$ cat src/rtl/pfcpi_pkg.sv
`timescale 1ns / 1ps

package pfcpi_pkg;

  // Datapath widths: multiplier operands, product, accumulator, error, drive and amplitude factor.
  localparam int unsigned A_W   = 25;
  localparam int unsigned B_W   = 33;
  localparam int unsigned P_W   = A_W + B_W;
  localparam int unsigned ACC_W = 60;
  localparam int unsigned ERR_W = 32;
  localparam int unsigned DRV_W = 17;
  localparam int unsigned AMP_W = 24;

  // Result field widths.
  localparam int unsigned DUTY_W = 16;
  localparam int unsigned IREF_W = 22;

  // Configuration port geometry.
  localparam int unsigned ADDR_W    = 5;
  localparam int unsigned DATA_W    = 32;
  localparam int unsigned REG_IDX_W = 3;

  // Scaling and limit constants, sixteen fraction bits.
  localparam int unsigned VOLT_K         = 38758;
  localparam int unsigned CUR_K          = 3203;
  localparam int unsigned CUR_OFFSET     = 1638400;
  localparam int unsigned CUR_REF_MAX    = 2621440;
  localparam int unsigned CUR_DRIVE_MAX  = 52429;
  localparam int unsigned VOLT_DRIVE_MAX = 65536;

  // Register indexes on the configuration port.
  localparam logic [REG_IDX_W-1:0] REG_VOLTAGE_TARGET = 3'd0;
  localparam logic [REG_IDX_W-1:0] REG_VOLT_GAIN_NEW  = 3'd1;
  localparam logic [REG_IDX_W-1:0] REG_VOLT_GAIN_OLD  = 3'd2;
  localparam logic [REG_IDX_W-1:0] REG_CUR_GAIN_NEW   = 3'd3;
  localparam logic [REG_IDX_W-1:0] REG_CUR_GAIN_OLD   = 3'd4;
  localparam logic [REG_IDX_W-1:0] REG_OUTER_DIVIDE   = 3'd5;
  localparam logic [REG_IDX_W-1:0] REG_DUTY_SPAN      = 3'd6;
  localparam logic [REG_IDX_W-1:0] REG_CURRENT_SCALE  = 3'd7;

  // Register values after reset.
  localparam logic [25:0] RST_VOLTAGE_TARGET = 26'd26214400;
  localparam logic [23:0] RST_VOLT_GAIN_NEW  = 24'd53419;
  localparam logic [23:0] RST_VOLT_GAIN_OLD  = 24'd37849;
  localparam logic [23:0] RST_CUR_GAIN_NEW   = 24'd452985;
  localparam logic [23:0] RST_CUR_GAIN_OLD   = 24'd314573;
  localparam logic [7:0]  RST_OUTER_DIVIDE   = 8'd20;
  localparam logic [15:0] RST_DUTY_SPAN      = 16'd699;
  localparam logic [23:0] RST_CURRENT_SCALE  = 24'd1090519;

  typedef struct packed {
    logic [25:0] voltage_target;
    logic [23:0] volt_gain_new;
    logic [23:0] volt_gain_old;
    logic [23:0] cur_gain_new;
    logic [23:0] cur_gain_old;
    logic [7:0]  outer_divide;
    logic [15:0] duty_span;
    logic [23:0] current_scale;
  } cfg_t;

  // Microcode fields.
  typedef enum logic [2:0] {
    A_VCODE, A_ICODE, A_LCODE, A_AMP, A_GAIN_NEW, A_GAIN_OLD, A_DUTY_SPAN, A_CUR_SCALE
  } a_sel_e;

  typedef enum logic [2:0] {
    B_VOLT_K, B_CUR_K, B_T, B_E, B_ERR_PREV, B_DRIVE
  } b_sel_e;

  typedef enum logic [2:0] {
    X_ZERO, X_OFFSET, X_TARGET, X_IREF, X_DRIVE, X_ACC
  } x_sel_e;

  typedef enum logic [2:0] {
    Y_ZERO, Y_P, Y_P_SH24, Y_P_SH16, Y_ACC_SH24, Y_T, Y_ACC
  } y_sel_e;

  typedef enum logic [1:0] {
    SAT_NONE, SAT_S32, SAT_IREF, SAT_DRIVE
  } sat_e;

  typedef enum logic [2:0] {
    DST_NONE, DST_T, DST_ACC, DST_E, DST_IREF, DST_DRIVE, DST_DUTY, DST_AMP
  } dst_e;

  typedef enum logic {
    LOOP_CUR, LOOP_VOLT
  } loop_e;

  typedef enum logic [1:0] {
    FLOW_NEXT, FLOW_BRANCH, FLOW_EMIT
  } flow_e;

  localparam int unsigned PC_W = 5;
  localparam logic [PC_W-1:0] STEP_EMIT = PC_W'(18);

  typedef struct packed {
    logic            mul_en;
    a_sel_e          a_sel;
    b_sel_e          b_sel;
    x_sel_e          x_sel;
    logic            y_neg;
    y_sel_e          y_sel;
    sat_e            sat;
    dst_e            dst;
    loop_e           loop;
    flow_e           flow;
    logic [PC_W-1:0] target;
  } ctrl_t;

  // Control word of the current step, qualified by the busy flag.
  typedef struct packed {
    logic  en;
    ctrl_t cw;
  } step_t;

  // Status returned from the datapath to the sequencer.
  typedef struct packed {
    logic outer_due;
    logic out_free;
  } stat_t;

  // Control store. Products are held in the product register, where the step after issue reads them.
  function automatic ctrl_t ucode(input logic [PC_W-1:0] pc);
    ctrl_t cw;
    cw.mul_en = 1'b0;
    cw.a_sel  = A_LCODE;
    cw.b_sel  = B_VOLT_K;
    cw.x_sel  = X_ZERO;
    cw.y_neg  = 1'b0;
    cw.y_sel  = Y_ZERO;
    cw.sat    = SAT_NONE;
    cw.dst    = DST_NONE;
    cw.loop   = LOOP_CUR;
    cw.flow   = FLOW_NEXT;
    cw.target = '0;
    case (pc)
      // Line voltage in volts.
      5'd0: begin
        cw.mul_en = 1'b1;
        cw.a_sel  = A_LCODE;
        cw.b_sel  = B_VOLT_K;
      end
      // Keep the line voltage, start the current conversion.
      5'd1: begin
        cw.mul_en = 1'b1;
        cw.a_sel  = A_ICODE;
        cw.b_sel  = B_CUR_K;
        cw.y_sel  = Y_P;
        cw.dst    = DST_T;
      end
      // Reference product; actual current is the offset minus the scaled code.
      5'd2: begin
        cw.mul_en = 1'b1;
        cw.a_sel  = A_AMP;
        cw.b_sel  = B_T;
        cw.x_sel  = X_OFFSET;
        cw.y_neg  = 1'b1;
        cw.y_sel  = Y_P;
        cw.dst    = DST_ACC;
      end
      // Current reference, limited; output voltage conversion issued.
      5'd3: begin
        cw.mul_en = 1'b1;
        cw.a_sel  = A_VCODE;
        cw.b_sel  = B_VOLT_K;
        cw.y_sel  = Y_P_SH24;
        cw.sat    = SAT_IREF;
        cw.dst    = DST_IREF;
      end
      // Current error.
      5'd4: begin
        cw.x_sel  = X_IREF;
        cw.y_neg  = 1'b1;
        cw.y_sel  = Y_ACC;
        cw.sat    = SAT_S32;
        cw.dst    = DST_E;
      end
      // Keep the output voltage, newest error term of the current loop.
      5'd5: begin
        cw.mul_en = 1'b1;
        cw.a_sel  = A_GAIN_NEW;
        cw.b_sel  = B_E;
        cw.y_sel  = Y_P;
        cw.dst    = DST_T;
      end
      5'd6: begin
        cw.mul_en = 1'b1;
        cw.a_sel  = A_GAIN_OLD;
        cw.b_sel  = B_ERR_PREV;
        cw.y_sel  = Y_P;
        cw.dst    = DST_ACC;
      end
      5'd7: begin
        cw.x_sel  = X_ACC;
        cw.y_neg  = 1'b1;
        cw.y_sel  = Y_P;
        cw.dst    = DST_ACC;
      end
      // New current drive.
      5'd8: begin
        cw.x_sel  = X_DRIVE;
        cw.y_sel  = Y_ACC_SH24;
        cw.sat    = SAT_DRIVE;
        cw.dst    = DST_DRIVE;
      end
      5'd9: begin
        cw.mul_en = 1'b1;
        cw.a_sel  = A_DUTY_SPAN;
        cw.b_sel  = B_DRIVE;
      end
      // Duty count; skip the voltage loop unless the divider has run out.
      5'd10: begin
        cw.y_sel  = Y_P_SH16;
        cw.dst    = DST_DUTY;
        cw.flow   = FLOW_BRANCH;
        cw.target = STEP_EMIT;
      end
      // Voltage error.
      5'd11: begin
        cw.x_sel  = X_TARGET;
        cw.y_neg  = 1'b1;
        cw.y_sel  = Y_T;
        cw.sat    = SAT_S32;
        cw.dst    = DST_E;
        cw.loop   = LOOP_VOLT;
      end
      5'd12: begin
        cw.mul_en = 1'b1;
        cw.a_sel  = A_GAIN_NEW;
        cw.b_sel  = B_E;
        cw.loop   = LOOP_VOLT;
      end
      5'd13: begin
        cw.mul_en = 1'b1;
        cw.a_sel  = A_GAIN_OLD;
        cw.b_sel  = B_ERR_PREV;
        cw.y_sel  = Y_P;
        cw.dst    = DST_ACC;
        cw.loop   = LOOP_VOLT;
      end
      5'd14: begin
        cw.x_sel  = X_ACC;
        cw.y_neg  = 1'b1;
        cw.y_sel  = Y_P;
        cw.dst    = DST_ACC;
        cw.loop   = LOOP_VOLT;
      end
      // New voltage drive.
      5'd15: begin
        cw.x_sel  = X_DRIVE;
        cw.y_sel  = Y_ACC_SH24;
        cw.sat    = SAT_DRIVE;
        cw.dst    = DST_DRIVE;
        cw.loop   = LOOP_VOLT;
      end
      5'd16: begin
        cw.mul_en = 1'b1;
        cw.a_sel  = A_CUR_SCALE;
        cw.b_sel  = B_DRIVE;
        cw.loop   = LOOP_VOLT;
      end
      // New amplitude factor.
      5'd17: begin
        cw.y_sel  = Y_P_SH16;
        cw.dst    = DST_AMP;
        cw.loop   = LOOP_VOLT;
      end
      5'd18: begin
        cw.flow   = FLOW_EMIT;
      end
      default: begin
        cw.flow   = FLOW_EMIT;
      end
    endcase
    return cw;
  endfunction

endpackage

$ cat src/rtl/pfcpi_sequencer.sv
`timescale 1ns / 1ps

module pfcpi_sequencer (
  input  logic             clk_i,
  input  logic             rst_ni,
  input  logic             in_accept_i,
  input  pfcpi_pkg::stat_t stat_i,
  output logic             busy_o,
  output pfcpi_pkg::step_t step_o
);

  logic [pfcpi_pkg::PC_W-1:0] pc_q;
  logic                       busy_q;
  pfcpi_pkg::ctrl_t           cw;

  // Control store lookup for the current step.
  assign cw          = pfcpi_pkg::ucode(pc_q);
  assign step_o.en   = busy_q;
  assign step_o.cw   = cw;
  assign busy_o      = busy_q;

  // Step counter with the divider branch and the final hand-over step.
  always_ff @(posedge clk_i or negedge rst_ni) begin
    if (!rst_ni) begin
      pc_q   <= '0;
      busy_q <= 1'b0;
    end else if (busy_q) begin
      case (cw.flow)
        pfcpi_pkg::FLOW_NEXT: begin
          pc_q <= pc_q + pfcpi_pkg::PC_W'(1);
        end
        pfcpi_pkg::FLOW_BRANCH: begin
          if (stat_i.outer_due) begin
            pc_q <= pc_q + pfcpi_pkg::PC_W'(1);
          end else begin
            pc_q <= cw.target;
          end
        end
        pfcpi_pkg::FLOW_EMIT: begin
          if (stat_i.out_free) begin
            busy_q <= 1'b0;
            pc_q   <= '0;
          end
        end
        default: begin
          busy_q <= 1'b0;
          pc_q   <= '0;
        end
      endcase
    end else if (in_accept_i) begin
      busy_q <= 1'b1;
      pc_q   <= '0;
    end
  end

endmodule

$ cat config.mk
export PLATFORM = sky130hd
export DESIGN_NAME = pfcpi_sequencer
export DESIGN_NICKNAME = d
export VERILOG_FILES = /design/src/rtl/pfcpi_pkg.sv /design/src/rtl/pfcpi_sequencer.sv
export SDC_FILE = /design/constraint.sdc
export NUM_CORES = 1
export LEC_CHECK = 0
export BUFFER_PORTS_ARGS = -buffer_cell sky130_fd_sc_hd__buf_2
export CAP_MARGIN = 20
export CORE_ASPECT_RATIO = 1.25
export CORE_MARGIN = 2
export CORE_UTILIZATION = 52
export CTS_BUF_LIST = sky130_fd_sc_hd__clkbuf_8
export DETAILED_ROUTE_END_ITERATION = 7
export PLACE_DENSITY = 0.82
export SKIP_CTS_REPAIR_TIMING = 1
export SLEW_MARGIN = 20
export SYNTH_ARGS = -nofsm -noshare
export SYNTH_HDL_FRONTEND = slang
export SYNTH_SLANG_ARGS = --single-unit
$ cat constraint.sdc
create_clock -name clk_i -period 2.4 [get_ports clk_i]
set_input_delay 0.36 -clock clk_i [delete_from_list [all_inputs] [get_ports clk_i]]
set_output_delay 0.36 -clock clk_i [all_outputs]
set_load 0.01 [all_outputs]
==> summary.md <==
| Metric | Value |
|---|---|
| Max Slew Vio Count | `0` |
| CP required | `2.04 ns` |
| Tmin final | `2.32 ns` |
| CTS sink count | `6` |
| Seq/Total Area, Yosys | `0.147` |
| Gate Count Post-Synth | `142` |
| Num CTS Buffers | `3` |
| First-pass iteration count of the detailed router | `4` |
| Post-synthesis average cell area | `7.18 sq um` |
| Placed cell areas | `1170 sq um` |
| Synth Area in Simple Gates | `0.247` |
| Leakage | `0.000610 uW` |
| Clock root buffer | `clkbuf_8` |
| P&R area growth vs syn | `25.2%` |
| Fmax | `0.432 GHz` |
| Layout fillers | `166` |
| Yosys cell types | `46` |
| Pwr dens | `1580 nW/um^2` |
| Port bufs | `30` |
| CP Capture Type | `primary output` |
| Largest family of logic cells by synthesized area | `compound AO/OA/AOI/OAI gates` |
| Vias in the first global route | `976` |
| Synth Area in XOR/XNOR | `0.0172` |
| GP Congestion | `0.917` |
| Finish-stage setup viols | `0` |
| Worst Hold Class | `primary input to flip-flop` |
| Routed vias | `1155` |
| Finished Cell Area | `1280 sq um` |
| Hold Fails Final Rpt | `0` |
| Fin worst setup slack | `0.0847 ns` |
| Core area | `1810 sq um` |
| Number of synthesized flops with an enable pin | `0` |
| Share of layout cells above drive strength 1 | `0.357` |
| Setup Crit Path Kind | `flip-flop to primary output` |
| Yosys warns | `0` |
| Synth Area in Compound Gates | `0.330` |
| Top-level port count | `34` |
| Reg clk slew, reported paths | `0.04 ns` |
| First-pass GRT wire length | `4430 microns` |
| Nets | `183` |
| GR Overflow Total | `0` |
| Clock network latency to the later pin of the worst-skew pair | `0.23 ns` |
| Tcrit/Tclk final | `0.965` |
| WHS | `0.338 ns` |
| Synth Flop Type | `dfrtp_1` |
| Die span in y | `53.5 microns` |
| Die area | `2330 sq um` |
| Max-cap violations | `0` |
| Initial antenna violation count | `0` |
| WP data arrival | `1.96 ns` |
| Largest net degree at the start of global routing | `17` |
| Worst setup SP type | `flip-flop` |
| CTS tree | `built` |
| DRC Markers | `0` |
| Chip width | `43.6 microns` |
| Routed WL per cell | `15.1 microns` |
| Crit Path Max Fanout | `9` |
| N_diodes | `0` |
| H-tree levels | `1` |
| Post-Synth Adder-Cell Area | `0.0613` |
| Ys async rst share | `1.00` |
| Placement Setup Slack | `0.122 ns` |
| Skew final | `0.00241 ns` |
| Rows | `17` |
| VDD IR max | `0.000874 V` |
| Initial DRC Count | `23` |
| Drt via density | `6.08` |
| Starting Density | `0.564` |
| Post-synthesis register bit count | `6` |
| Final TNS setup | `0 ns` |
| Fraction of synthesized area in multiplexers | `0.0515` |
| Mapped Area | `1020 sq um` |
| All-Layer GR Usage | `0.251` |
| Run status | `completed` |
| Clk buf depth | `2` |
| Post-detailed-routing wire length | `2870 microns` |
| Dpl hpwl | `2060 microns` |
| Post-route ant nets | `0` |
## placed cells by master, fill, tap and decap left out, types with 2 or more instances in the layout
master,synthesis,routed
nand3_1,3,3
mux2_2,2,2
nand2_1,14,14
o31ai_1,2,2
mux2i_1,3,3
buf_2,2,30
buf_4,7,10
a21oi_1,9,9
nor2_1,14,13
clkbuf_8,0,3
a22oi_1,4,4
nor3_1,2,2
o21ai_1,3,3
ha_2,0,3
inv_1,8,8
o21ai_0,10,10
a31oi_1,2,2
dfrtp_1,6,4
nor2b_1,8,8
o211ai_1,5,5
dfrtp_2,0,2
conb_1,1,3
nor2_2,1,2
## power breakdown
| part | switching [uW] | internal (uW) |
|---|---|---|
| Sequential | 91.5 | 144 |
| Combinational | 910 | 714 |
| Clock | 45.3 | 108 |
| Total | 1050 | 965 |
## synthesized netlist by cell type (2+ instances only)
| master | number | area (sq um) |
|---|---|---|
| o21ai_0 | 10 | 50.1 |
| buf_6 | 2 | 22.5 |
| o211ai_1 | 5 | 37.5 |
| ha_1 | 5 | 62.6 |
| dfrtp_1 | 6 | 150 |
| nor2b_1 | 8 | 50.1 |
| a22oi_1 | 4 | 30.0 |
| a21oi_1 | 9 | 45.0 |
| nand3_1 | 3 | 15.0 |
| o31ai_1 | 2 | 15.0 |
| inv_1 | 8 | 30.0 |
| clkbuf_1 | 6 | 22.5 |
| o21ai_1 | 3 | 15.0 |
| buf_2 | 2 | 10.0 |
| mux2_2 | 2 | 22.5 |
| nor2_1 | 14 | 52.6 |
| a31oi_1 | 2 | 12.5 |
| nand2_1 | 14 | 52.6 |
| buf_4 | 7 | 52.6 |
| mux2i_1 | 3 | 30.0 |
| nor3_1 | 2 | 10.0 |
## stage by stage
step	power, uW	utilization	std cells
after floorplan	1260	-	144
after global placement	1700	0.649	185
after detailed placement	1750	0.649	185
after CTS	1910	0.672	188
after global routing	2170	0.706	190
final	2010	0.706	190
## area by class of cell
| cell class | count | area, sq um | area share |
|---|---|---|---|
| Multi-Input combinational cell | 112 | 773 | 0.606 |
| Tap cell | 19 | 23.8 | 0.0186 |
| Clock buffer | 3 | 41.3 | 0.0324 |
| Sequential cell | 6 | 153 | 0.120 |
| Inverter | 8 | 30.0 | 0.0235 |
| Timing Repair Buffer | 42 | 255 | 0.200 |
## flip-flops by register name (all words and copies together) (netlist names)
signal / cells
pc_q: 5
busy_o: 1
## worst max-delay path, stage by stage, from the launching register on
cell and delay, ns:
dfrtp_2 0.41, inv_1 0.09, ha_2 0.25, mux2_2 0.33
a32oi_4 0.25, nand2_1 0.10, o21bai_1 0.16, buf_2 0.13
## worst paths after layout
kind	startpoint	to	slack, ns	cells after the start
max	pc_q[0]	step_o[26]	0.08	7
min	stat_i[0]	busy_o	0.34	2
max reg2reg	pc_q[0]	pc_q[1]	0.24	8
min reg2reg	pc_q[4]	pc_q[4]	0.58	2
max in group asynchronous	rst_ni	pc_q[1]	1.73	2
min in group asynchronous	rst_ni	pc_q[2]	0.51	2
## per-layer routing
layer | GRT usage | vias up | wire (microns)
li1 | - | 555 | -
met1 | 0.299 | 531 | 1120
met2 | 0.439 | 58 | 1480
met3 | 0.0375 | 11 | 198
met4 | 0.111 | 0 | 79
met5 | 0 | - | 0
## cells by family after synthesis
family,Yosys count
compound gates,48
mux,5
simple gates,49
buf+inv,26
xor+xnor,2
fa+ha+maj,5
other cells,1
flops,6
No activity file was read; power rests on OpenSTA's default activity.
