===== src/rtl/pfcpi_pkg.sv =====
`timescale 1ns / 1ps

package pfcpi_pkg;

  // Datapath widths: multiplier operands, product, accumulator, error, drive and amplitude factor.
  localparam int unsigned A_W   = 25;
  localparam int unsigned B_W   = 33;
  localparam int unsigned P_W   = A_W + B_W;
  localparam int unsigned ACC_W = 60;
  localparam int unsigned ERR_W = 32;
  localparam int unsigned DRV_W = 17;
  localparam int unsigned AMP_W = 24;

  // Result field widths.
  localparam int unsigned DUTY_W = 16;
  localparam int unsigned IREF_W = 22;

  // Configuration port geometry.
  localparam int unsigned ADDR_W    = 5;
  localparam int unsigned DATA_W    = 32;
  localparam int unsigned REG_IDX_W = 3;

  // Scaling and limit constants, sixteen fraction bits.
  localparam int unsigned VOLT_K         = 38758;
  localparam int unsigned CUR_K          = 3203;
  localparam int unsigned CUR_OFFSET     = 1638400;
  localparam int unsigned CUR_REF_MAX    = 2621440;
  localparam int unsigned CUR_DRIVE_MAX  = 52429;
  localparam int unsigned VOLT_DRIVE_MAX = 65536;

  // Register indexes on the configuration port.
  localparam logic [REG_IDX_W-1:0] REG_VOLTAGE_TARGET = 3'd0;
  localparam logic [REG_IDX_W-1:0] REG_VOLT_GAIN_NEW  = 3'd1;
  localparam logic [REG_IDX_W-1:0] REG_VOLT_GAIN_OLD  = 3'd2;
  localparam logic [REG_IDX_W-1:0] REG_CUR_GAIN_NEW   = 3'd3;
  localparam logic [REG_IDX_W-1:0] REG_CUR_GAIN_OLD   = 3'd4;
  localparam logic [REG_IDX_W-1:0] REG_OUTER_DIVIDE   = 3'd5;
  localparam logic [REG_IDX_W-1:0] REG_DUTY_SPAN      = 3'd6;
  localparam logic [REG_IDX_W-1:0] REG_CURRENT_SCALE  = 3'd7;

  // Register values after reset.
  localparam logic [25:0] RST_VOLTAGE_TARGET = 26'd26214400;
  localparam logic [23:0] RST_VOLT_GAIN_NEW  = 24'd53419;
  localparam logic [23:0] RST_VOLT_GAIN_OLD  = 24'd37849;
  localparam logic [23:0] RST_CUR_GAIN_NEW   = 24'd452985;
  localparam logic [23:0] RST_CUR_GAIN_OLD   = 24'd314573;
  localparam logic [7:0]  RST_OUTER_DIVIDE   = 8'd20;
  localparam logic [15:0] RST_DUTY_SPAN      = 16'd699;
  localparam logic [23:0] RST_CURRENT_SCALE  = 24'd1090519;

  typedef struct packed {
    logic [25:0] voltage_target;
    logic [23:0] volt_gain_new;
    logic [23:0] volt_gain_old;
    logic [23:0] cur_gain_new;
    logic [23:0] cur_gain_old;
    logic [7:0]  outer_divide;
    logic [15:0] duty_span;
    logic [23:0] current_scale;
  } cfg_t;

  // Microcode fields.
  typedef enum logic [2:0] {
    A_VCODE, A_ICODE, A_LCODE, A_AMP, A_GAIN_NEW, A_GAIN_OLD, A_DUTY_SPAN, A_CUR_SCALE
  } a_sel_e;

  typedef enum logic [2:0] {
    B_VOLT_K, B_CUR_K, B_T, B_E, B_ERR_PREV, B_DRIVE
  } b_sel_e;

  typedef enum logic [2:0] {
    X_ZERO, X_OFFSET, X_TARGET, X_IREF, X_DRIVE, X_ACC
  } x_sel_e;

  typedef enum logic [2:0] {
    Y_ZERO, Y_P, Y_P_SH24, Y_P_SH16, Y_ACC_SH24, Y_T, Y_ACC
  } y_sel_e;

  typedef enum logic [1:0] {
    SAT_NONE, SAT_S32, SAT_IREF, SAT_DRIVE
  } sat_e;

  typedef enum logic [2:0] {
    DST_NONE, DST_T, DST_ACC, DST_E, DST_IREF, DST_DRIVE, DST_DUTY, DST_AMP
  } dst_e;

  typedef enum logic {
    LOOP_CUR, LOOP_VOLT
  } loop_e;

  typedef enum logic [1:0] {
    FLOW_NEXT, FLOW_BRANCH, FLOW_EMIT
  } flow_e;

  localparam int unsigned PC_W = 5;
  localparam logic [PC_W-1:0] STEP_EMIT = PC_W'(18);

  typedef struct packed {
    logic            mul_en;
    a_sel_e          a_sel;
    b_sel_e          b_sel;
    x_sel_e          x_sel;
    logic            y_neg;
    y_sel_e          y_sel;
    sat_e            sat;
    dst_e            dst;
    loop_e           loop;
    flow_e           flow;
    logic [PC_W-1:0] target;
  } ctrl_t;

  // Control word of the current step, qualified by the busy flag.
  typedef struct packed {
    logic  en;
    ctrl_t cw;
  } step_t;

  // Status returned from the datapath to the sequencer.
  typedef struct packed {
    logic outer_due;
    logic out_free;
  } stat_t;

  // Control store. Products are held in the product register, where the step after issue reads them.
  function automatic ctrl_t ucode(input logic [PC_W-1:0] pc);
    ctrl_t cw;
    cw.mul_en = 1'b0;
    cw.a_sel  = A_LCODE;
    cw.b_sel  = B_VOLT_K;
    cw.x_sel  = X_ZERO;
    cw.y_neg  = 1'b0;
    cw.y_sel  = Y_ZERO;
    cw.sat    = SAT_NONE;
    cw.dst    = DST_NONE;
    cw.loop   = LOOP_CUR;
    cw.flow   = FLOW_NEXT;
    cw.target = '0;
    case (pc)
      // Line voltage in volts.
      5'd0: begin
        cw.mul_en = 1'b1;
        cw.a_sel  = A_LCODE;
        cw.b_sel  = B_VOLT_K;
      end
      // Keep the line voltage, start the current conversion.
      5'd1: begin
        cw.mul_en = 1'b1;
        cw.a_sel  = A_ICODE;
        cw.b_sel  = B_CUR_K;
        cw.y_sel  = Y_P;
        cw.dst    = DST_T;
      end
      // Reference product; actual current is the offset minus the scaled code.
      5'd2: begin
        cw.mul_en = 1'b1;
        cw.a_sel  = A_AMP;
        cw.b_sel  = B_T;
        cw.x_sel  = X_OFFSET;
        cw.y_neg  = 1'b1;
        cw.y_sel  = Y_P;
        cw.dst    = DST_ACC;
      end
      // Current reference, limited; output voltage conversion issued.
      5'd3: begin
        cw.mul_en = 1'b1;
        cw.a_sel  = A_VCODE;
        cw.b_sel  = B_VOLT_K;
        cw.y_sel  = Y_P_SH24;
        cw.sat    = SAT_IREF;
        cw.dst    = DST_IREF;
      end
      // Current error.
      5'd4: begin
        cw.x_sel  = X_IREF;
        cw.y_neg  = 1'b1;
        cw.y_sel  = Y_ACC;
        cw.sat    = SAT_S32;
        cw.dst    = DST_E;
      end
      // Keep the output voltage, newest error term of the current loop.
      5'd5: begin
        cw.mul_en = 1'b1;
        cw.a_sel  = A_GAIN_NEW;
        cw.b_sel  = B_E;
        cw.y_sel  = Y_P;
        cw.dst    = DST_T;
      end
      5'd6: begin
        cw.mul_en = 1'b1;
        cw.a_sel  = A_GAIN_OLD;
        cw.b_sel  = B_ERR_PREV;
        cw.y_sel  = Y_P;
        cw.dst    = DST_ACC;
      end
      5'd7: begin
        cw.x_sel  = X_ACC;
        cw.y_neg  = 1'b1;
        cw.y_sel  = Y_P;
        cw.dst    = DST_ACC;
      end
      // New current drive.
      5'd8: begin
        cw.x_sel  = X_DRIVE;
        cw.y_sel  = Y_ACC_SH24;
        cw.sat    = SAT_DRIVE;
        cw.dst    = DST_DRIVE;
      end
      5'd9: begin
        cw.mul_en = 1'b1;
        cw.a_sel  = A_DUTY_SPAN;
        cw.b_sel  = B_DRIVE;
      end
      // Duty count; skip the voltage loop unless the divider has run out.
      5'd10: begin
        cw.y_sel  = Y_P_SH16;
        cw.dst    = DST_DUTY;
        cw.flow   = FLOW_BRANCH;
        cw.target = STEP_EMIT;
      end
      // Voltage error.
      5'd11: begin
        cw.x_sel  = X_TARGET;
        cw.y_neg  = 1'b1;
        cw.y_sel  = Y_T;
        cw.sat    = SAT_S32;
        cw.dst    = DST_E;
        cw.loop   = LOOP_VOLT;
      end
      5'd12: begin
        cw.mul_en = 1'b1;
        cw.a_sel  = A_GAIN_NEW;
        cw.b_sel  = B_E;
        cw.loop   = LOOP_VOLT;
      end
      5'd13: begin
        cw.mul_en = 1'b1;
        cw.a_sel  = A_GAIN_OLD;
        cw.b_sel  = B_ERR_PREV;
        cw.y_sel  = Y_P;
        cw.dst    = DST_ACC;
        cw.loop   = LOOP_VOLT;
      end
      5'd14: begin
        cw.x_sel  = X_ACC;
        cw.y_neg  = 1'b1;
        cw.y_sel  = Y_P;
        cw.dst    = DST_ACC;
        cw.loop   = LOOP_VOLT;
      end
      // New voltage drive.
      5'd15: begin
        cw.x_sel  = X_DRIVE;
        cw.y_sel  = Y_ACC_SH24;
        cw.sat    = SAT_DRIVE;
        cw.dst    = DST_DRIVE;
        cw.loop   = LOOP_VOLT;
      end
      5'd16: begin
        cw.mul_en = 1'b1;
        cw.a_sel  = A_CUR_SCALE;
        cw.b_sel  = B_DRIVE;
        cw.loop   = LOOP_VOLT;
      end
      // New amplitude factor.
      5'd17: begin
        cw.y_sel  = Y_P_SH16;
        cw.dst    = DST_AMP;
        cw.loop   = LOOP_VOLT;
      end
      5'd18: begin
        cw.flow   = FLOW_EMIT;
      end
      default: begin
        cw.flow   = FLOW_EMIT;
      end
    endcase
    return cw;
  endfunction

endpackage


===== src/rtl/pfcpi_regs.sv =====
`timescale 1ns / 1ps

module pfcpi_regs (
  input  logic                          clk_i,
  input  logic                          rst_ni,
  input  logic                          psel,
  input  logic                          penable,
  input  logic                          pwrite,
  input  logic [pfcpi_pkg::ADDR_W-1:0]  paddr,
  input  logic [pfcpi_pkg::DATA_W-1:0]  pwdata,
  output logic [pfcpi_pkg::DATA_W-1:0]  prdata,
  output logic                          pready,
  output pfcpi_pkg::cfg_t               cfg_o
);

  pfcpi_pkg::cfg_t                  cfg_q;
  logic [pfcpi_pkg::REG_IDX_W-1:0]  idx;
  logic                             wr_en;

  assign idx    = paddr[pfcpi_pkg::ADDR_W-1:2];
  assign wr_en  = psel && penable && pwrite;
  assign pready = 1'b1;
  assign cfg_o  = cfg_q;

  // Register writes complete in the access phase.
  always_ff @(posedge clk_i or negedge rst_ni) begin
    if (!rst_ni) begin
      cfg_q.voltage_target <= pfcpi_pkg::RST_VOLTAGE_TARGET;
      cfg_q.volt_gain_new  <= pfcpi_pkg::RST_VOLT_GAIN_NEW;
      cfg_q.volt_gain_old  <= pfcpi_pkg::RST_VOLT_GAIN_OLD;
      cfg_q.cur_gain_new   <= pfcpi_pkg::RST_CUR_GAIN_NEW;
      cfg_q.cur_gain_old   <= pfcpi_pkg::RST_CUR_GAIN_OLD;
      cfg_q.outer_divide   <= pfcpi_pkg::RST_OUTER_DIVIDE;
      cfg_q.duty_span      <= pfcpi_pkg::RST_DUTY_SPAN;
      cfg_q.current_scale  <= pfcpi_pkg::RST_CURRENT_SCALE;
    end else if (wr_en) begin
      case (idx)
        pfcpi_pkg::REG_VOLTAGE_TARGET: cfg_q.voltage_target <= pwdata[25:0];
        pfcpi_pkg::REG_VOLT_GAIN_NEW:  cfg_q.volt_gain_new  <= pwdata[23:0];
        pfcpi_pkg::REG_VOLT_GAIN_OLD:  cfg_q.volt_gain_old  <= pwdata[23:0];
        pfcpi_pkg::REG_CUR_GAIN_NEW:   cfg_q.cur_gain_new   <= pwdata[23:0];
        pfcpi_pkg::REG_CUR_GAIN_OLD:   cfg_q.cur_gain_old   <= pwdata[23:0];
        pfcpi_pkg::REG_OUTER_DIVIDE:   cfg_q.outer_divide   <= pwdata[7:0];
        pfcpi_pkg::REG_DUTY_SPAN:      cfg_q.duty_span      <= pwdata[15:0];
        pfcpi_pkg::REG_CURRENT_SCALE:  cfg_q.current_scale  <= pwdata[23:0];
        default: ;
      endcase
    end
  end

  // Read-back multiplexer.
  always_comb begin
    case (idx)
      pfcpi_pkg::REG_VOLTAGE_TARGET: prdata = 32'(cfg_q.voltage_target);
      pfcpi_pkg::REG_VOLT_GAIN_NEW:  prdata = 32'(cfg_q.volt_gain_new);
      pfcpi_pkg::REG_VOLT_GAIN_OLD:  prdata = 32'(cfg_q.volt_gain_old);
      pfcpi_pkg::REG_CUR_GAIN_NEW:   prdata = 32'(cfg_q.cur_gain_new);
      pfcpi_pkg::REG_CUR_GAIN_OLD:   prdata = 32'(cfg_q.cur_gain_old);
      pfcpi_pkg::REG_OUTER_DIVIDE:   prdata = 32'(cfg_q.outer_divide);
      pfcpi_pkg::REG_DUTY_SPAN:      prdata = 32'(cfg_q.duty_span);
      pfcpi_pkg::REG_CURRENT_SCALE:  prdata = 32'(cfg_q.current_scale);
      default:                       prdata = '0;
    endcase
  end

endmodule


===== config.mk =====
export PLATFORM = sky130hd
export DESIGN_NAME = pfcpi_regs
export DESIGN_NICKNAME = d
export VERILOG_FILES = /design/src/rtl/pfcpi_pkg.sv /design/src/rtl/pfcpi_regs.sv
export SDC_FILE = /design/constraint.sdc
export NUM_CORES = 1
export LEC_CHECK = 0
export BUFFER_PORTS_ARGS = -buffer_cell sky130_fd_sc_hd__buf_4
export CAP_MARGIN = 5
export CORE_MARGIN = 8
export CORE_UTILIZATION = 45
export CTS_BUF_LIST = sky130_fd_sc_hd__clkbuf_4
export CTS_CLUSTER_SIZE = 16
export DETAILED_ROUTE_END_ITERATION = 8
export PLACE_DENSITY = 0.8
export SETUP_SLACK_MARGIN = 0.5
export SLEW_MARGIN = 20
export SYNTH_ARGS = -nofsm -noshare
export SYNTH_HDL_FRONTEND = slang
export SYNTH_SLANG_ARGS = --single-unit

===== constraint.sdc =====
create_clock -name clk_i -period 2.9 [get_ports clk_i]
set_clock_uncertainty 0.1 [all_clocks]
set_input_delay 0.29 -clock clk_i [delete_from_list [all_inputs] [get_ports clk_i]]
set_output_delay 0.29 -clock clk_i [all_outputs]
set_load 0.02 [all_outputs]

==> results of run 1 <==
==> power by group <==
group,internal (uW),switching [uW],total [uW]
clock network,790,909,1700
logic,1240,1360,2600
registers,2960,392,3350
==> repair_timing <==
item,in CTS,in global routing
gates resized for setup,3,6
hold buffers,27,0
pin swaps,0,4
hold endpoints to repair,228,0
setup buffers,0,2
endpoints found under the setup margin,4,16
==> cell usage after synthesis (6+ instances only) <==
cell	n
o21ai_0	12
a31oi_1	6
nor2_1	24
buf_2	18
o22a_1	11
a21oi_1	13
nand2_1	11
mux2_2	154
dfstp_2	62
mux2_4	20
dfrtp_1	108
o22ai_1	8
buf_4	15
mux2i_1	40
a211oi_1	8
==> cell families (layout without fill, tap and decap cells) <==
| family | count (synthesis) | after routing | share of synthesized area, % |
|---|---|---|---|
| other | 2 | 8 | 0.0947 |
| AO/OA/AOI/OAI | 79 | 79 | 6.88 |
| flip-flops | 170 | 170 | 54.6 |
| multiplexers | 217 | 217 | 31.5 |
| AND/OR/NAND/NOR | 57 | 57 | 3.66 |
| buffers and inverters | 43 | 316 | 3.22 |
==> worst min-delay path by stage <==
| stage | start | to | slack, ns |
|---|---|---|---|
| after floorplan | rst_ni | cfg_o[101] | -0.11 |
| after global placement | rst_ni | cfg_o[169] | 0.21 |
| after detailed placement | rst_ni | cfg_o[119] | 0.21 |
| after CTS | rst_ni | cfg_o[119] | 0.10 |
| after global routing | rst_ni | cfg_o[119] | 0.13 |
| final | rst_ni | cfg_o[119] | 0.14 |
==> routing by layer <==
metal  track usage [%]  vias to the layer above  part of all wire (%)
li1                  -                     2624                     -
met1              29.0                     3064                    43
met2              36.0                      222                    47
met3              7.86                       34                   8.4
met4              7.62                        0                   1.6
met5                 0                        -                     0
==> layout make-up <==
| class | instances | share of cell area (%) |
|---|---|---|
| inverter | 4 | 0.141 |
| multi-input combinational | 360 | 32.1 |
| antenna | 1 | 0.0235 |
| clock buffer | 17 | 1.20 |
| tap | 225 | 2.64 |
| sequential | 170 | 40.6 |
| timing repair buffer | 280 | 21.1 |
| clock inverter | 15 | 2.18 |
==> metrics by stage <==
| stage | instance area, um2 | power, uW | hold WS [ns] |
|---|---|---|---|
| global route | 10700 | 8010 | 0.125 |
| finish | 10700 | 7650 | 0.142 |
| global placement | 9990 | 5890 | 0.207 |
| CTS | 10600 | 7700 | 0.102 |
| detailed placement | 9990 | 5950 | 0.210 |
| floorplan | 7950 | 4720 | -0.106 |
==> summary.txt, run 1 <==
Run status
  • Status: finished, final reports clean

STA
  • Period utilization: 80.1%
  • Fmax: 431 MHz
  • Unrepaired setup endpoints after global routing: true
  • Setup ws final: 0.578 ns
  • Worst-margin pin slew: 0.706 ns
  • Setup_tns: 0 ns
  • Max_slew headroom: 52.7%
  • Setup Viol. Count Final: 0
  • Final Hold Viols: 0
  • Count of pins over their slew limit: 0
  • Final period demand of the worst path: 2.32 ns

Routing
  • DR iter-0 viols: 355
  • Vias/cell: 5.54
  • DRT Pass-1 Iters: 4
  • DRC Markers: 0
  • DRT antenna net count: 0
  • Via count: 5944
  • Routed wire length: 25200 um
  • Per-cell routed wire length: 23.5 um

Synth
  • Synth area leader: dfrtp_1
  • Distinct cells, synth: 42
  • Sequential element share of the synthesized area: 54.6%
  • Post-synthesis cell count: 568
  • Syn avg cell area: 14.0 um2
  • Predominant post-synthesis flop cell: dfrtp_1
  • Asr flop ratio synth: 100%
  • Top post-synthesis cells by area: dfrtp_1 34%, mux2_2 22%, dfstp_2 21%
  • Post-Syn Area: 7930 um2
  • Area fraction of the dominant cell type after synthesis: 34.1%
  • Synth Register Bits: 170
  • YS warnings: 0
  • EDFF count, synth: 0

Global route
  • First-pass GRT wire length: 38700 um
  • Largest net degree at the start of global routing: 63
  • GRT Overall Usage: 22.9%
  • Grt ovf: 0
  • Initial antenna violation count: 1
  • Vias in the first global route: 6384

Critical path
  • Crit-path max cell delay: 0.55 ns
  • Crit-path slowest cell: mux4_2
  • Worst Setup End Kind: output port
  • Arrival time at the worst endpoint: 1.93 ns
  • Slack of the worst reg-to-reg path: 1.94 ns
  • Worst setup path end: prdata[8]
  • R2r worst-path depth: 2
  • Kind of cell adding the most delay to the critical path: buffers and inverters
  • Critical Path Stages: 6
  • CP Max Fanout: 19
  • Worst-path cell chain: buf_4, buf_4, mux4_2, nor2_1, a21oi_1, buf_4
  • CP bufs+invs: 3
  • Startpoint types: primary input
  • FF-to-FF Start: cfg_o[9]
  • CP dominant cell by count: buf_4
  • Setup CP Type: primary input to output port
  • Req. time, crit path: 2.51 ns
  • Beginning of the critical path: paddr[3]
  • Worst reg2reg path endpoint: cfg_o[9]

Die
  • Die area: 22100 um2
  • Std cell rows: 48
  • Core Area: 17300 um2
  • DIE WIDTH: 149 um
  • Die Y: 149 um
  • Initial core utilization: 45.9%
  • # IOs: 245

Finish
  • Max reg flops: 170
  • Final Util: 61.7%
  • Commonest cells after routing, fill and taps aside: 245 x buf_4, 154 x mux2_2, 108 x dfrtp_1, 62 x dfstp_2, 40 x mux2i_1
  • Multi-input gate area: 3420 um2
  • FF/Latch Area: 4330 um2
  • Layout cell share with drive strength beyond 1: 64.1%
  • Most common cell after layout, fill and taps aside: buf_4
  • Non-filler cells, final: 1072
  • Nets: 875
  • Number of fill cells: 1382
  • Area growth, synth to finish: 34.5%

Power and ir drop
  • PwrDens: 717 nW/um2
  • Pleak: 0.00505 uW
  • Worst VDD drop: 0.000510 V

Hold path
  • Hold Path Class: primary input to async pin

Clock network
  • CTS clk-pin slew, worst paths: 0.15 ns
  • Worst-Skew Late Latency: 0.57 ns
  • Clock Tree Buf Depth: 2
  • CTS Buf Count: 17
  • CTS tree: done
  • CTS H-tree lvls: 4
  • Root Driver: clkbuf_4
  • CTS sink cnt: 170

Job
  • Max Cap Viol: 0

Place
  • Cell count after placement: 1010
  • HPWL after detailed placement: 17400 um
  • DP Worst Slack: 0.454 ns
  • Port Buf Inserts: 229
  • Placer Congestion: 0.787
Note: power is estimated with default switching activity, not from simulation.
==> inputs of run 2 (changes only) <==
- clock period: 2.9 -> 2.4 ns (I/O delays scaled with it)
==> run 2 against run 1 <==
  * Critical path type is now register to output port
  * Largest cell class unchanged
  * Non-clock buffer count grew 66
  * Global-route usage grew 0.23 points
  * Clock-buffer cell count grew 4
  * Via count increased by 5.1%
  * Critical endpoint is now prdata[9]
==> summary.txt, run 2 (synthesis gave the netlist of run 1 again) <==
Finish
  • Area growth, synth to finish: 41.8%
  • Layout cell share with drive strength beyond 1: 68.4% (+4.3 points)
  • Multi-input gate area: 3510 um2 (+2.5%)
  • Number of fill cells: 1303 (-5.7%)
  • Most common cell after layout, fill and taps aside: buf_4
  • ANT cells: 0 (-1)
  • Max reg flops: 170 (unchanged)
  • Final Cell Area: 11200 um2 (+5.4%)
  • Commonest cells after routing, fill and taps aside: 300 x buf_4, 153 x mux2_2, 108 x dfrtp_1, 62 x dfstp_2, 40 x mux2i_1
  • Final Util: 65.0% (+3.3 points)
  • Nets: 941 (+7.5%)
  • FF/Latch Area: 4330 um2 (unchanged)

Power and ir drop
  • Part of the power in registers: 43.3% (-0.5 points)
  • Gate power share: 38.1% (+4.1 points)
  • Sw frac: 34.5% (-0.29 points)
  • Psw: 3200 uW (+20%)
  • Clock share of power: 18.6% (-3.6 points)
  • Int Power: 6080 uW (+22%)
  • Worst VDD drop: 0.000441 V (-14%)
  • PwrDens: 826 nW/um2 (+15%)
  • Pleak: 0.00539 uW (+6.7%)

Routing
  • DRC Markers: 0 (unchanged)
  • Met1 Wirelength: 10600 um (-1.1%)
  • Metal2 WL: 12200 um (+2.5%)
  • DRT antenna net count: 0 (unchanged)
  • DR iter-0 viols: 360 (+1.4%)
  • Routed wire length: 25900 um (+2.7%)
  • Per-cell routed wire length: 22.8 um (-3.0%)
  • Highest routed layer: met4
  • Vias/cell: 5.50 (-0.77%)
  • DRT Pass-1 Iters: 4 (unchanged)
  • Via count: 6245 (+5.1%)
  • Met3 WL: 2560 um (+20%)

Clock network
  • CTS Buf Count: 17 (unchanged)
  • Worst-Skew Late Latency: 0.56 ns (about the same)
  • CTS H-tree lvls: 4 (unchanged)
  • Root Driver: clkbuf_4
  • CTS tree: done
  • CTS clk-pin slew, worst paths: 0.16 ns (about the same)
  • Clock Tree Buf Depth: 2 (unchanged)
  • CTS sink cnt: 170 (unchanged)

Hold path
  • Hold Path Class: primary input to async pin

Global route
  • First-pass GRT wire length: 39200 um (+1.4%)
  • GRT Overall Usage: 23.1% (+0.23 points)
  • Largest net degree at the start of global routing: 59 (-6.3%)
  • Vias in the first global route: 6676 (+4.6%)
  • Grt ovf: 0 (unchanged)
  • Initial antenna violation count: 0 (-1)

Die
  • # IOs: 245 (unchanged)
  • Std cell rows: 48 (unchanged)
  • Die Y: 149 um (unchanged)
  • Initial core utilization: 45.9% (unchanged)
  • DIE WIDTH: 149 um (unchanged)
  • Core Area: 17300 um2 (unchanged)
  • Die area: 22100 um2 (unchanged)

Critical path
  • Startpoint types: register
  • Slack of the worst reg-to-reg path: 1.26 ns (-0.68 ns)
  • CP Max Fanout: 2 (-17)
  • Setup CP Type: register to output port
  • Req. time, crit path: 2.06 ns (-0.45 ns)
  • Worst-path cell chain: inv_2, o221ai_2, o31ai_2, a211oi_2, buf_4
  • Arrival time at the worst endpoint: 1.90 ns (-0.03 ns)
  • FF-to-FF Start: cfg_o[37]
  • Worst reg2reg path endpoint: cfg_o[37]
  • R2r worst-path depth: 3 (+1)
  • Kind of cell adding the most delay to the critical path: flip-flops
  • CP bufs+invs: 2 (-1)
  • Worst Setup End Kind: output port
  • Crit-path slowest cell: dfstp_2
  • Crit-path max cell delay: 0.56 ns (about the same)

Job
  • Max Cap Viol: 0 (unchanged)

STA
  • Final Hold Viols: 0 (unchanged)
  • Setup ws final: 0.156 ns (-0.422 ns)
  • Final period demand of the worst path: 2.24 ns
  • Unrepaired setup endpoints after global routing: true
  • Count of pins over their slew limit: 0 (unchanged)
  • Fmax: 446 MHz
  • Setup_tns: 0 ns (unchanged)
  • Period utilization: 93.5%
  • Hold_ws: 0.0952 ns (-0.0468 ns)
  • Setup Viol. Count Final: 0 (unchanged)
  • Max_slew headroom: 62.6% (+9.9 points)
  • Worst-margin pin slew: 0.561 ns (-0.146 ns)

Run status
  • Status: finished, final reports clean

Place
  • HPWL after detailed placement: 17600 um (+1.1%)
  • DP Worst Slack: 0.268 ns (-0.186 ns)
  • Placer Congestion: 0.782 (-0.62%)
  • Post-placement cell area: 10100 um2 (+1.3%)
  • Port Buf Inserts: 229 (unchanged)
-- run 2: cell count changes in the layout (fill, tap and decap cells not counted), moves of 4 or more --
cell      delta
clkbuf_4     +4
buf_6        +7
a221oi_1     -4
buf_4       +55
a221oi_2     +4
nor2_1       -5
o21ai_0      -5
a211oi_2     +5
o21ai_1      +5
a211oi_1     -5
inv_6        -6
buf_12       +4
-- run 2: layout make-up --
type                       count  area share [%]
clock buffer                  21            1.40
inverter                       4           0.134
tap                          225            2.50
clock inverter                 9            1.13
timing repair buffer         346            25.1
multi-input combinational    360            31.2
sequential                   170            38.5
-- run 2: power groups by stage --
stage	Sequential [uW]	Clock, uW	Combinational, uW
global route	4090	1890	3740
global placement	4070	0	3070
floorplan	4710	0	989
detailed placement	4090	0	3120
finish	4020	1730	3540
CTS	4000	1770	3480
-- run 2: per-layer routing --
metal | vias to the layer above | track usage (%)
met1 | 3183 | 28.7
li1 | 2755 | -
met2 | 265 | 37.1
met4 | 0 | 6.41
met3 | 42 | 8.59
met5 | - | 0
-- run 2: worst max path at each step --
| stage | from | to | slack [ns] | cells past startpoint |
|---|---|---|---|---|
| after floorplan | paddr[2] | prdata[9] | 0.52 | 6 |
| after global placement | paddr[4] | prdata[1] | 0.28 | 6 |
| after detailed placement | paddr[3] | cfg_o[162] | 0.27 | 6 |
| after CTS | cfg_o[33] | prdata[9] | 0.11 | 5 |
| after global routing | cfg_o[107] | prdata[11] | 0.02 | 5 |
| final | cfg_o[33] | prdata[9] | 0.16 | 5 |
-- run 2: through the flow --
stage          std cells  power [uW]
2_1_floorplan        573        5700
3_5_place_dp        1020        7220
3_3_place_gp        1020        7130
6_report            1135        9290
5_1_grt             1135        9720
4_1_cts             1124        9250
-- run 2: what timing repair did --
action                                  in CTS  in global routing
endpoints found under the setup margin      24                 24
pin swaps                                   22                 10
hold buffers                                27                  0
endpoints found under the hold margin      300                  0
resized for setup                           30                 10
buffers inserted                            47                 11
-- run 2: worst register-to-register path: cells and delay by family (launching register included) --
family / cells / cell delay [ns]
buf+inv: 2 / 0.27
mux: 1 / 0.26
flops: 1 / 0.41
